File: config.mk
export PLATFORM = sky130hd
export DESIGN_NAME = qau_out
export DESIGN_NICKNAME = d
export VERILOG_FILES = /design/src/rtl/qau_pkg.sv /design/src/rtl/qau_out.sv
export SDC_FILE = /design/constraint.sdc
export NUM_CORES = 1
export LEC_CHECK = 0
export ABC_AREA = 1
export BUFFER_PORTS_ARGS = -buffer_cell sky130_fd_sc_hd__buf_2
export CAP_MARGIN = 20
export CORE_MARGIN = 4
export CORE_UTILIZATION = 52
export DETAILED_ROUTE_END_ITERATION = 10
export PLACE_DENSITY = 0.86
export SETUP_SLACK_MARGIN = 0.2
export SLEW_MARGIN = 5
export SYNTH_ARGS = -nofsm -noshare
export SYNTH_HDL_FRONTEND = slang
export SYNTH_SLANG_ARGS = --single-unit
File: constraint.sdc
create_clock -name clk -period 9.6 [get_ports clk]
set_clock_uncertainty 0.2 [all_clocks]
set_input_delay 0.96 -clock clk [delete_from_list [all_inputs] [get_ports clk]]
set_output_delay 0.96 -clock clk [all_outputs]
set_load 0.005 [all_outputs]
File: src/rtl/qau_pkg.sv
// ----------------------------------------------------------------------------
// qau_pkg
// Shared types and constants for the quaternion arithmetic unit.
// ----------------------------------------------------------------------------
package qau_pkg;

  localparam int FRAC_BITS    = 16;
  localparam int NEWTON_STEPS = 3;

  // operation codes on the input port
  localparam logic [2:0] OP_MUL   = 3'd0;
  localparam logic [2:0] OP_ADD   = 3'd1;
  localparam logic [2:0] OP_SCALE = 3'd2;
  localparam logic [2:0] OP_NORM  = 3'd3;
  localparam logic [2:0] OP_ROT   = 3'd4;

  typedef enum logic [2:0] {
    CLS_MUL,
    CLS_ADD,
    CLS_SCALE,
    CLS_NORM,
    CLS_ROT,
    CLS_NONE
  } cls_t;

  typedef struct packed {
    cls_t             cls;
    logic [3:0][31:0] a;
    logic [3:0][31:0] b;
  } item_t;

  typedef struct packed {
    logic [3:0][31:0] r;
    logic             sat;
    logic             skip;
  } result_t;

endpackage

File: src/rtl/qau_out.sv
// ----------------------------------------------------------------------------
// qau_out
// Two-entry result queue; lets the pipeline keep moving while a result
// waits to be taken.
// ----------------------------------------------------------------------------
module qau_out import qau_pkg::*; (
  input  logic    clk,
  input  logic    rst,
  input  logic    in_valid,
  input  result_t in_res,
  output logic    in_ready,
  output logic    empty,
  input  logic    pop,
  output result_t head
);

  result_t    mem [2];
  logic       wr_ptr;
  logic       rd_ptr;
  logic [1:0] count;
  logic       push_ok;
  logic       pop_ok;

  assign empty    = (count == 2'd0);
  assign pop_ok   = pop && !empty;
  assign in_ready = (count != 2'd2) || pop_ok;
  assign push_ok  = in_valid && in_ready;
  assign head     = mem[rd_ptr];

  always_ff @(posedge clk) begin
    if (push_ok) begin
      mem[wr_ptr] <= in_res;
    end
    if (rst) begin
      wr_ptr <= 1'b0;
      rd_ptr <= 1'b0;
      count  <= 2'd0;
    end else begin
      if (push_ok) wr_ptr <= ~wr_ptr;
      if (pop_ok)  rd_ptr <= ~rd_ptr;
      count <= count + {1'b0, push_ok} - {1'b0, pop_ok};
    end
  end

endmodule

==> impl_metrics.tcl <==
set metrics [dict create \
    post-place-ws_ps 5890 \
    synth_common_cells "260 x edfxtp_1, 130 x mux2_2, 10 x buf_6, 9 x nor2_1" \
    grt_max_degree 95 \
    ys_seq_area_share_pct 82.0 \
    num-nets-final 861 \
    cts_hold_buffers 0 \
    grt_overflow_total 0 \
    synthesis.area_per_instance_um2 22.0 \
    numCtsBuffers 27 \
    clock-sinks 265 \
    hold_class "flip-flop to flip-flop" \
    yosys_most_used_dff "edfxtp_1" \
    grt_setup_unrepaired "no" \
    setup_violations 0 \
    clk_latency_ps 510 \
    worstPathMaxFanout 72 \
    drt_iter0_drc 189 \
    cts_resized 0 \
    drv_slew 0 \
    final_antenna_net_count 0 \
    end_kind "output pin" \
    fillers 1174 \
    firstDrtPassIters 4 \
    fmax_mhz 268 \
    avgRoutedWirePerCell_um 19.2 \
    drive_gt1_share_pct 59.3 \
    synth_cells 438 \
    clockBufferDepth 3 \
    post_cts_buffers 0 \
    arrival_ps 2570 \
    finalWorstSetupSlack_ps 5870 \
    syn-cell-area_mm2 0.00964 \
    htree_levels 1 \
    synth_cell_types 13 \
    powerDensity_mw_per_mm2 243 \
    power_leakage_nw 4.54 \
    max_stage_delay_ps 660 \
    yosysTopAreaCellShare_pct 81.0 \
    syn-num-nets 574 \
    synth_edf_count 260 \
    cp_top_family "buffers and inverters" \
    critPathBufInv 3 \
    grt_first_pass_wirelength_um 27900 \
    initial_utilization_pct 53.3 \
    root_buffer "clkbuf_16" \
    cap_viol_max_count 0 \
    yosysTopAreaCell "edfxtp_1" \
    viasPerCell 5.12 \
    tightest_slew_ps 795 \
    syn2layout_area_growth_pct 25.1 \
    path_cells "buf_4 -> buf_16 -> mux2_2 -> buf_2" \
    max-vdd-ir-drop_mv 0.196 \
    dieHeight_um 144 \
    hpwl_um 12600 \
    io_buffers 265 \
    die_x_um 144 \
    total_power_mw 2.93 \
    fin_crit_sh_pct 38.9 \
    ys_ff_latch 265 \
    wl_um 18700 \
    synth.most_common_cell "edfxtp_1" \
    fin_tns_setup_ps 0 \
    ys_async_sr_fraction_pct 0 \
    dieArea_mm2 0.0208 \
    drc 0 \
    fin_crit_ps 3730 \
    core_mm2 0.0181 \
    crit_path_start_kind "flip-flop" \
    finalHoldViolCount 0 \
    yosys-top-cells-area "edfxtp_1 81%, mux2_2 15%, buf_6 1.2%" \
    relSlewSlack_pct 46.9 \
    grt_use_total_pct 17.2 \
    grt_pass1_vias 5368 \
    vias 4989 \
    critical_path_class "flip-flop to output pin" \
    layout.area.seq_mm2 0.00791 \
    clk_pin_slew_worst_paths_ps 60 \
    slowest_stage "dfxtp_4" \
    place_congestion 0.788 \
    multi_input_area_mm2 0.00158 \
    crit_required_ps 8440 \
    io_pins 266 \
    status "finished, final reports clean" \
    ys_warn_count 0 \
    row_count 49 \
    cts_tree "done" \
    antenna_found_initial 0 \
]
[power by group]
group / internal, mW / leakage, nW / switching (mW)
clock: 0.541 / 0.398 / 0.397
combinational: 0.282 / 1.67 / 0.260
sequential: 1.41 / 2.48 / 0.0452
total: 2.23 / 4.54 / 0.702
[area by class of cell]
cell class / instances / share of cell area [%]
Sequential cell: 265 / 65.6
Inverter: 6 / 0.207
Timing Repair Buffer: 272 / 12.0
Clock buffer: 31 / 5.73
Tap cell: 229 / 2.38
Clock inverter: 18 / 0.923
Multi-Input combinational cell: 153 / 13.1
Antenna cell: 1 / 0.0207
[worst min-delay path: cells and delay by family, from the launching register on]
family	cells	cell delay (ps)
flops	1	330
simple gates	2	160
[layout by cell type (no fill, tap or decap)]
master       n
buf_2      265
edfxtp_1   260
mux2_2     130
clkbuf_16   27
clkinv_1     9
nor2_1       8
nand2_1      6
clkinv_2     6
inv_1        5
clkbuf_1     4
dfxtp_1      4
nand3_1      3
buf_16       3
buf_4        3
a21oi_1      2
ha_1         2
inv_6        2
diode_2      1
inv_4        1
nor2_4       1
or2_2        1
dfxtp_4      1
bufinv_16    1
buf_12       1
[routing by layer]
metal,track usage (%),vias to the layer above,wire [um]
met4,4.57,0,474
met5,0.957,-,0
met3,4.89,42,1710
li1,-,2307,-
met1,20.5,2431,6870
met2,30.9,209,9630
[cell families (layout without fill, tap and decap cells)]
group	count (synthesis)	count (layout)	synth area share, %
flip-flops	265	265	82.0
multiplexers	130	130	15.2
buffers and inverters	20	327	1.64
AND/OR/NAND/NOR	19	19	0.805
adder cells (fa/ha/maj)	2	2	0.259
AO/OA/AOI/OAI	2	2	0.104
other	0	1	0
[registers in the layout, indices dropped and copies added (netlist names), named ones only]
register	count
count	2
mem	260
rd_ptr	1
wr_ptr	1
[path summary, 6_finish.rpt]
| path | cells past startpoint | slack (ps) | end | from |
|---|---|---|---|---|
| hold reg to reg | 2 | 330 | flip-flop | rd_ptr |
| setup reg to reg | 6 | 6720 | mem[0][108] | count[0] |
| hold / removal | 2 | 330 | flip-flop | rd_ptr |
| setup / recovery | 4 | 5870 | head[74] | flip-flop |
[through the flow]
step | hold WS (ps) | utilization (%) | cell area (um2) | instances
2_1_floorplan | 267 | - | 9640 | 438
3_3_place_gp | 281 | 61.7 | 11200 | 921
3_5_place_dp | 313 | 61.8 | 11200 | 922
4_1_cts | 327 | 66.3 | 12000 | 971
5_1_grt | 362 | 66.7 | 12100 | 974
6_report | 326 | 66.7 | 12100 | 975
No activity file was read; power rests on OpenSTA's default activity.
