**config.mk**
```make
export PLATFORM = sky130hd
export DESIGN_NAME = qau_front
export DESIGN_NICKNAME = d
export VERILOG_FILES = /design/src/rtl/qau_pkg.sv /design/src/rtl/qau_front.sv
export SDC_FILE = /design/constraint.sdc
export NUM_CORES = 1
export LEC_CHECK = 0
export BUFFER_PORTS_ARGS = -buffer_cell sky130_fd_sc_hd__buf_2
export CAP_MARGIN = 0
export CORE_MARGIN = 4
export CORE_UTILIZATION = 45
export CTS_BUF_LIST = sky130_fd_sc_hd__clkbuf_8
export DETAILED_ROUTE_END_ITERATION = 10
export PLACE_DENSITY = 0.76
export SETUP_SLACK_MARGIN = 0.1
export SYNTH_ARGS = -nofsm -noshare
export SYNTH_HDL_FRONTEND = slang
export SYNTH_SLANG_ARGS = --single-unit
```
**constraint.sdc**
```tcl
create_clock -name clk -period 8.15 [get_ports clk]
set_input_delay 0.4075 -clock clk [delete_from_list [all_inputs] [get_ports clk]]
set_output_delay 0.4075 -clock clk [all_outputs]
set_load 0.02 [all_outputs]
```
**src/rtl/qau_pkg.sv**
```systemverilog
// ----------------------------------------------------------------------------
// qau_pkg
// Shared types and constants for the quaternion arithmetic unit.
// ----------------------------------------------------------------------------
package qau_pkg;

  localparam int FRAC_BITS    = 16;
  localparam int NEWTON_STEPS = 3;

  // operation codes on the input port
  localparam logic [2:0] OP_MUL   = 3'd0;
  localparam logic [2:0] OP_ADD   = 3'd1;
  localparam logic [2:0] OP_SCALE = 3'd2;
  localparam logic [2:0] OP_NORM  = 3'd3;
  localparam logic [2:0] OP_ROT   = 3'd4;

  typedef enum logic [2:0] {
    CLS_MUL,
    CLS_ADD,
    CLS_SCALE,
    CLS_NORM,
    CLS_ROT,
    CLS_NONE
  } cls_t;

  typedef struct packed {
    cls_t             cls;
    logic [3:0][31:0] a;
    logic [3:0][31:0] b;
  } item_t;

  typedef struct packed {
    logic [3:0][31:0] r;
    logic             sat;
    logic             skip;
  } result_t;

endpackage

```
**src/rtl/qau_front.sv**
```systemverilog
// ----------------------------------------------------------------------------
// qau_front
// Input side: takes beats, decodes the operation and holds them in a
// two-entry queue for the execution pipeline.
// ----------------------------------------------------------------------------
module qau_front import qau_pkg::*; (
  input  logic        clk,
  input  logic        rst,
  input  logic        push,
  output logic        full,
  input  logic [2:0]  operation,
  input  logic [31:0] a_w,
  input  logic [31:0] a_x,
  input  logic [31:0] a_y,
  input  logic [31:0] a_z,
  input  logic [31:0] b_w,
  input  logic [31:0] b_x,
  input  logic [31:0] b_y,
  input  logic [31:0] b_z,
  output logic        head_valid,
  output item_t       head,
  input  logic        take
);

  item_t      mem [2];
  logic       wr_ptr;
  logic       rd_ptr;
  logic [1:0] count;
  logic       push_ok;
  logic       pop_ok;
  item_t      entry;

  assign full       = (count == 2'd2);
  assign head_valid = (count != 2'd0);
  assign head       = mem[rd_ptr];
  assign push_ok    = push && !full;
  assign pop_ok     = take && head_valid;

  always_comb begin
    entry.a = {a_z, a_y, a_x, a_w};
    entry.b = {b_z, b_y, b_x, b_w};
    unique case (operation)
      OP_MUL:   entry.cls = CLS_MUL;
      OP_ADD:   entry.cls = CLS_ADD;
      OP_SCALE: entry.cls = CLS_SCALE;
      OP_NORM:  entry.cls = CLS_NORM;
      OP_ROT:   entry.cls = CLS_ROT;
      default:  entry.cls = CLS_NONE;
    endcase
  end

  always_ff @(posedge clk) begin
    if (push_ok) begin
      mem[wr_ptr] <= entry;
    end
    if (rst) begin
      wr_ptr <= 1'b0;
      rd_ptr <= 1'b0;
      count  <= 2'd0;
    end else begin
      if (push_ok) wr_ptr <= ~wr_ptr;
      if (pop_ok)  rd_ptr <= ~rd_ptr;
      count <= count + {1'b0, push_ok} - {1'b0, pop_ok};
    end
  end

endmodule

```
==> impl_metrics.py, run 1 <==
metrics = {
    "outcome": {
        "status": "completed",
    },
    "floorplan": {
        "die_y_um": 218,
        "start_util_pct": 45.7,
        "core_um2": 43300,
        "io-pin-count": 524,
        "rows": 76,
        "dieArea_um2": 47400,
        "chipWidth_um": 218,
    },
    "flow_run": {
        "drv_cap": 0,
    },
    "logic_synthesis": {
        "synth-seq-area-share_pct": 79.1,
        "yosys.area.top_type_share_pct": 78.6,
        "netlist_area_um2": 19800,
        "synth_top_cell_by_area": "edfxtp_1",
        "ys_top_cells_by_area": "edfxtp_1 (79%), mux2_4 (15%), mux2_2 (3.2%), buf_6 (1.4%), dfxtp_1 (0.51%)",
        "ys_types": 24,
        "ys.flop_type": "edfxtp_1",
        "synth_nets": 1101,
        "syn_inst": 836,
        "async_flop_share_pct": 0,
        "synth_seq_cells": 523,
        "avgSynthCellArea_um2": 23.7,
        "ys.warnings.count": 0,
        "synth-edff-count": 518,
    },
    "placement": {
        "place_congestion": 0.781,
        "placedInstanceArea_um2": 22900,
        "pre_cts_slack_ps": 4930,
        "port_buffers": 523,
        "hpwl_um": 29100,
    },
    "power": {
        "p_sw_share_pct": 31.8,
        "p_comb_share_pct": 32.0,
        "clkPwrFrac_pct": 25.0,
        "vdd_drop_max_v": 0.000419,
        "p_int_mw": 5.69,
        "p_seq_share_pct": 43.0,
        "p_per_area_nw_per_um2": 308,
        "leakage_nw": 10.7,
        "power_switching_mw": 2.66,
    },
    "clock_tree": {
        "clkTransAtPathRegs_ps": 60,
        "cts.sinks": 523,
        "numCtsBuffers": 84,
        "ctsResizeCount": 0,
        "cts_buffer_depth": 3,
        "root_buffer": "clkbuf_8",
        "cts_tree": "done",
        "htreeDepth": 3,
        "clk_latency_ps": 640,
    },
    "drt": {
        "wire_per_inst_um": 20.9,
        "vias": 11222,
        "drtIter0Drc": 748,
        "remaining_drc_errors": 0,
        "finalWirelength_um": 48600,
        "viasPerCell": 4.82,
        "first_pass_iters": 5,
        "ant_nets": 0,
    },
    "layout": {
        "diodes": 0,
        "fillers": 2868,
        "drive_gt1_share_pct": 51.2,
        "seqCellArea_um2": 15700,
        "fin_nets": 1946,
        "multi_input_area_um2": 3810,
        "syn2layout_area_growth_pct": 36.8,
        "final_common_cell": "buf_2",
        "fin_area_um2": 27100,
        "final_cell_mix": "buf_2 (523), edfxtp_1 (518), dlygate4sd3_1 (260), mux2_4 (202), clkbuf_8 (90)",
    },
    "timing": {
        "finClkSkew_ps": 27.2,
        "tightest_slew_ps": 1190,
        "final.period_utilization_pct": 47.8,
        "tns_ps": 0,
        "rsz0062_at_grt": "no",
        "hold_viol_final": 0,
        "period_minus_slack_ps": 3890,
        "fin_ws_ps": 4260,
        "drv_slew": 0,
        "slew_headroom_pct": 20.8,
        "hold_slack_ps": 127,
        "setup_viol": 0,
        "fmax_mhz": 257,
    },
    "worst_setup_path": {
        "arrival_ps": 3490,
        "cp_max_fo": 57,
        "start_kind": "flop",
        "endpoint_kind": "output pin",
        "rr_startpoint": "count[0]",
        "reg2reg_slack_ps": 5190,
        "rr_endpoint": "mem[0][77]",
        "path_class": "reg2out",
        "cp.required_ps": 7740,
        "reg2reg_depth": 5,
        "crit_end": "head[161]",
    },
    "global_routing": {
        "grt_pass1_wl_um": 71600,
        "grt_overflow": 0,
        "grt_antenna_before_repair": 0,
        "grt_pass1_vias": 12230,
        "grt_usage_pct": 19.9,
        "grt_max_degree": 139,
    },
    "worst_hold_path": {
        "hp-class": "in2reg",
    },
}
[area by class of cell]
class	instances	share of cell area (%)
Inverter	4	0.0832
Sequential cell	523	57.9
Tap cell	585	2.70
Clock inverter	59	1.09
Timing Repair Buffer	789	19.6
Multi-Input combinational cell	279	14.1
Clock buffer	90	4.58
[logic make-up after synthesis]
group                      Yosys count  synth area share, %
AOI/OAI and AO/OA                    4                0.126
xor gates and xnor gates             2               0.0886
adders and majority gates            2                0.126
buffers and inverters               34                 1.62
DFF                                523                 79.1
muxes                              259                 18.6
and+or+nand+nor                     12                0.323
[power groups by stage]
stage	registers [mW]	logic [mW]	clock network (mW)
3_3_place_gp	3.61	2.51	0
6_report	3.59	2.67	2.09
2_1_floorplan	3.66	1.89	0
5_1_grt	3.62	2.79	2.27
3_5_place_dp	3.63	2.54	0
4_1_cts	3.58	2.65	2.11
[worst min path at each step]
| stage | start | depth (start not counted) | end | slack, ps |
|---|---|---|---|---|
| floorplan | wr_ptr | 2 | wr_ptr | 450 |
| global placement | wr_ptr | 2 | wr_ptr | 470 |
| detailed placement | wr_ptr | 2 | wr_ptr | 510 |
| CTS | operation[1] | 2 | mem[1][257] | 50 |
| global route | operation[1] | 2 | mem[1][257] | 110 |
| finish | operation[1] | 2 | mem[0][257] | 130 |
[layer usage]
metal	vias up	track usage, %	share of wire [%]
met5	-	0	0
met2	520	35.3	52
met1	5579	22.8	37
li1	5034	-	-
met4	0	7.97	3.0
met3	89	5.49	7.9
[timing repair]
item                                   CTS  global route
hold buffers                           260             0
endpoints found under the hold margin  521             0
setup buffers                            0             0
[sequential cells by signal (all words and copies together), names as in the netlist, named ones only]
signal,cells
wr_ptr,1
mem,518
count,2
rd_ptr,1
[stage by stage]
step | cells | total power, mW | utilization, %
detailed placement | 1920 | 6.17 | 53.0
global route | 2329 | 8.68 | 62.5
CTS | 2329 | 8.34 | 62.5
finish | 2329 | 8.34 | 62.5
floorplan | 836 | 5.54 | -
global placement | 1920 | 6.13 | 53.0
[worst max-delay path, cell delays in order, from the launching register on]
cell and delay [ps]:
dfxtp_4 800, buf_4 530, buf_4 850, mux2_4 360
buf_2 160
[Yosys cell counts (2+ instances only)]
master and n:
buf_2 4, buf_6 25, dfxtp_1 5, edfxtp_1 518
ha_1 2, inv_1 4, mux2_2 57, mux2_4 202
nor2_1 3, nor2b_1 2
No activity file was read; power rests on OpenSTA's default activity.
==> run 2: changes to the inputs <==
clock period = 3.7 ns   (was 8.15 ns; I/O delays follow)
==> run 2 against run 1 <==
Effect of this change:
- utilization rose by 0.50 points
- largest cell class unchanged
- clock-buffer cell count fell by 3
- final cell count rose by 1.0%
- sequential power rose by 120%
- cell area rose by 0.80%
- die area did not move
- total power rose by 120%
- global-route usage rose by 0.33 points
- combinational power rose by 130%
- critical path depth did not move
- worst setup slack got worse by 3300 ps
- hold slack improved by 130 ps
==> impl_metrics.py, run 2 (synthesis gave the netlist of run 1 again) <==
metrics = {
    "global_routing": {
        "grt_overflow": 0,
        "grt_pass1_vias": 12595,
        "grt_antenna_before_repair": 3,
        "grt_pass1_wl_um": 73400,
        "grt_usage_pct": 20.2,
        "grt_max_degree": 136,
    },
    "worst_setup_path": {
        "crit_path_top_delay_cell": "dfxtp_4",
        "critPathBufInv": 3,
        "crit_path_cell_trace": "buf_12 > buf_4 > mux2_4 > buf_2",
        "path_class": "reg2out",
        "reg2reg_depth": 5,
        "cp_max_fo": 32,
        "start_kind": "flop",
        "rr_endpoint": "mem[0][135]",
        "reg2reg_slack_ps": 1500,
        "endpoint_kind": "output pin",
        "arrival_ps": 2540,
        "cp_top_family": "buffers and inverters",
        "rr_startpoint": "count[0]",
        "cp.required_ps": 3510,
        "slowest_delay_ps": 590,
    },
    "power": {
        "vdd_drop_max_v": 0.000654,
        "leakage_nw": 10.8,
        "p_per_area_nw_per_um2": 676,
    },
    "clock_tree": {
        "cts_buffer_depth": 3,
        "cts_tree": "done",
        "root_buffer": "clkbuf_8",
        "numCtsBuffers": 85,
        "htreeDepth": 3,
        "clkTransAtPathRegs_ps": 70,
        "clk_latency_ps": 640,
        "ctsResizeCount": 0,
        "cts.sinks": 523,
    },
    "layout": {
        "fin_nets": 1964,
        "final_util_pct": 63.0,
        "instances_no_fill": 2353,
        "regMostFlops": "mem",
        "final_common_cell": "buf_2",
        "largest_reg_flops": 518,
        "syn2layout_area_growth_pct": 37.9,
        "final_cell_mix": "buf_2 (523), edfxtp_1 (518), dlygate4sd3_1 (264), mux2_4 (202), clkbuf_8 (87)",
        "drive_gt1_share_pct": 51.7,
        "fin_area_um2": 27300,
        "top_regs": "mem x518, count x2",
    },
    "timing": {
        "setup_viol": 0,
        "drv_slew": 0,
        "hold_viol_final": 0,
        "period_minus_slack_ps": 2720,
        "final.period_utilization_pct": 73.6,
        "slew_headroom_pct": 39.0,
        "tns_ps": 0,
        "finClkSkew_ps": 17.5,
        "hold_slack_ps": 261,
        "fmax_mhz": 367,
        "rsz0062_at_grt": "no",
        "tightest_slew_ps": 916,
    },
    "worst_hold_path": {
        "min_to": "mem[0][61]",
        "min_from": "b_x[29]",
        "hold_depth": 2,
        "hp-class": "in2reg",
    },
    "floorplan": {
        "io-pin-count": 524,
        "die_y_um": 218,
        "dieArea_um2": 47400,
        "chipWidth_um": 218,
        "start_util_pct": 45.7,
        "core_um2": 43300,
        "rows": 76,
    },
    "placement": {
        "port_buffers": 523,
        "placedInstanceArea_um2": 23100,
        "dp.cells": 1933,
        "hpwl_um": 29200,
        "place_congestion": 0.759,
    },
    "drt": {
        "finalWirelength_um": 49000,
        "drtIter0Drc": 850,
        "vias": 11314,
        "ant_nets": 0,
        "first_pass_iters": 4,
        "viasPerCell": 4.81,
        "wire_per_inst_um": 20.8,
        "remaining_drc_errors": 0,
    },
    "outcome": {
        "status": "completed",
    },
    "flow_run": {
        "drv_cap": 0,
    },
}
## run 2: cell count changes in the layout (fill, tap and decap cells not counted), moves of 3 or more
cell and delta:
buf_4 +9, inv_6 +3, clkbuf_8 -3, buf_12 +4, dlygate4sd3_1 +4, diode_2 +4
## run 2: stage by stage
| stage | worst slack, ps | power, mW |
|---|---|---|
| floorplan | -1230 | 12.1 |
| global placement | 1670 | 13.6 |
| detailed placement | 1640 | 13.7 |
| CTS | 894 | 18.5 |
| global route | 840 | 19.2 |
| finish | 977 | 18.4 |
## run 2: layer usage
layer | GRT usage [%] | wire (µm) | up-vias
met5 | 0 | 0 | -
li1 | - | - | 5084
met1 | 22.3 | 17400 | 5614
met2 | 35.9 | 25600 | 523
met3 | 7.32 | 4630 | 93
met4 | 7.57 | 1330 | 0
## run 2: worst max path at each step
stage,from,end,slack [ps],cells past startpoint
floorplan,count[0],mem[0][0],-1230,4
global placement,count[0],mem[0][54],1670,5
detailed placement,count[0],mem[0][54],1640,5
CTS,flop,head[144],890,4
global route,flop,head[128],840,4
finish,flop,head[128],980,4
## run 2: power breakdown
part	internal [mW]	switching [mW]	leakage, nW
Sequential	7.56	0.278	4.88
Combinational	2.62	3.40	5.03
Clock	2.34	2.24	0.894
Total	12.5	5.92	10.8
## run 2: final cells by class
cell class,count,area [µm²]
inverters,4,21.3
clock inverters,65,339
repair buffers,806,5490
well taps,585,732
fillers,2848,16000
multi-input cells,279,3820
flip-flops and latches,523,15700
clock buffers,87,1200
diodes,4,10.0
## run 2: repair_timing
item / CTS / global route
hold buffers: 264 / 0
buffers inserted: 0 / 0
endpoints found under the hold margin: 523 / 0
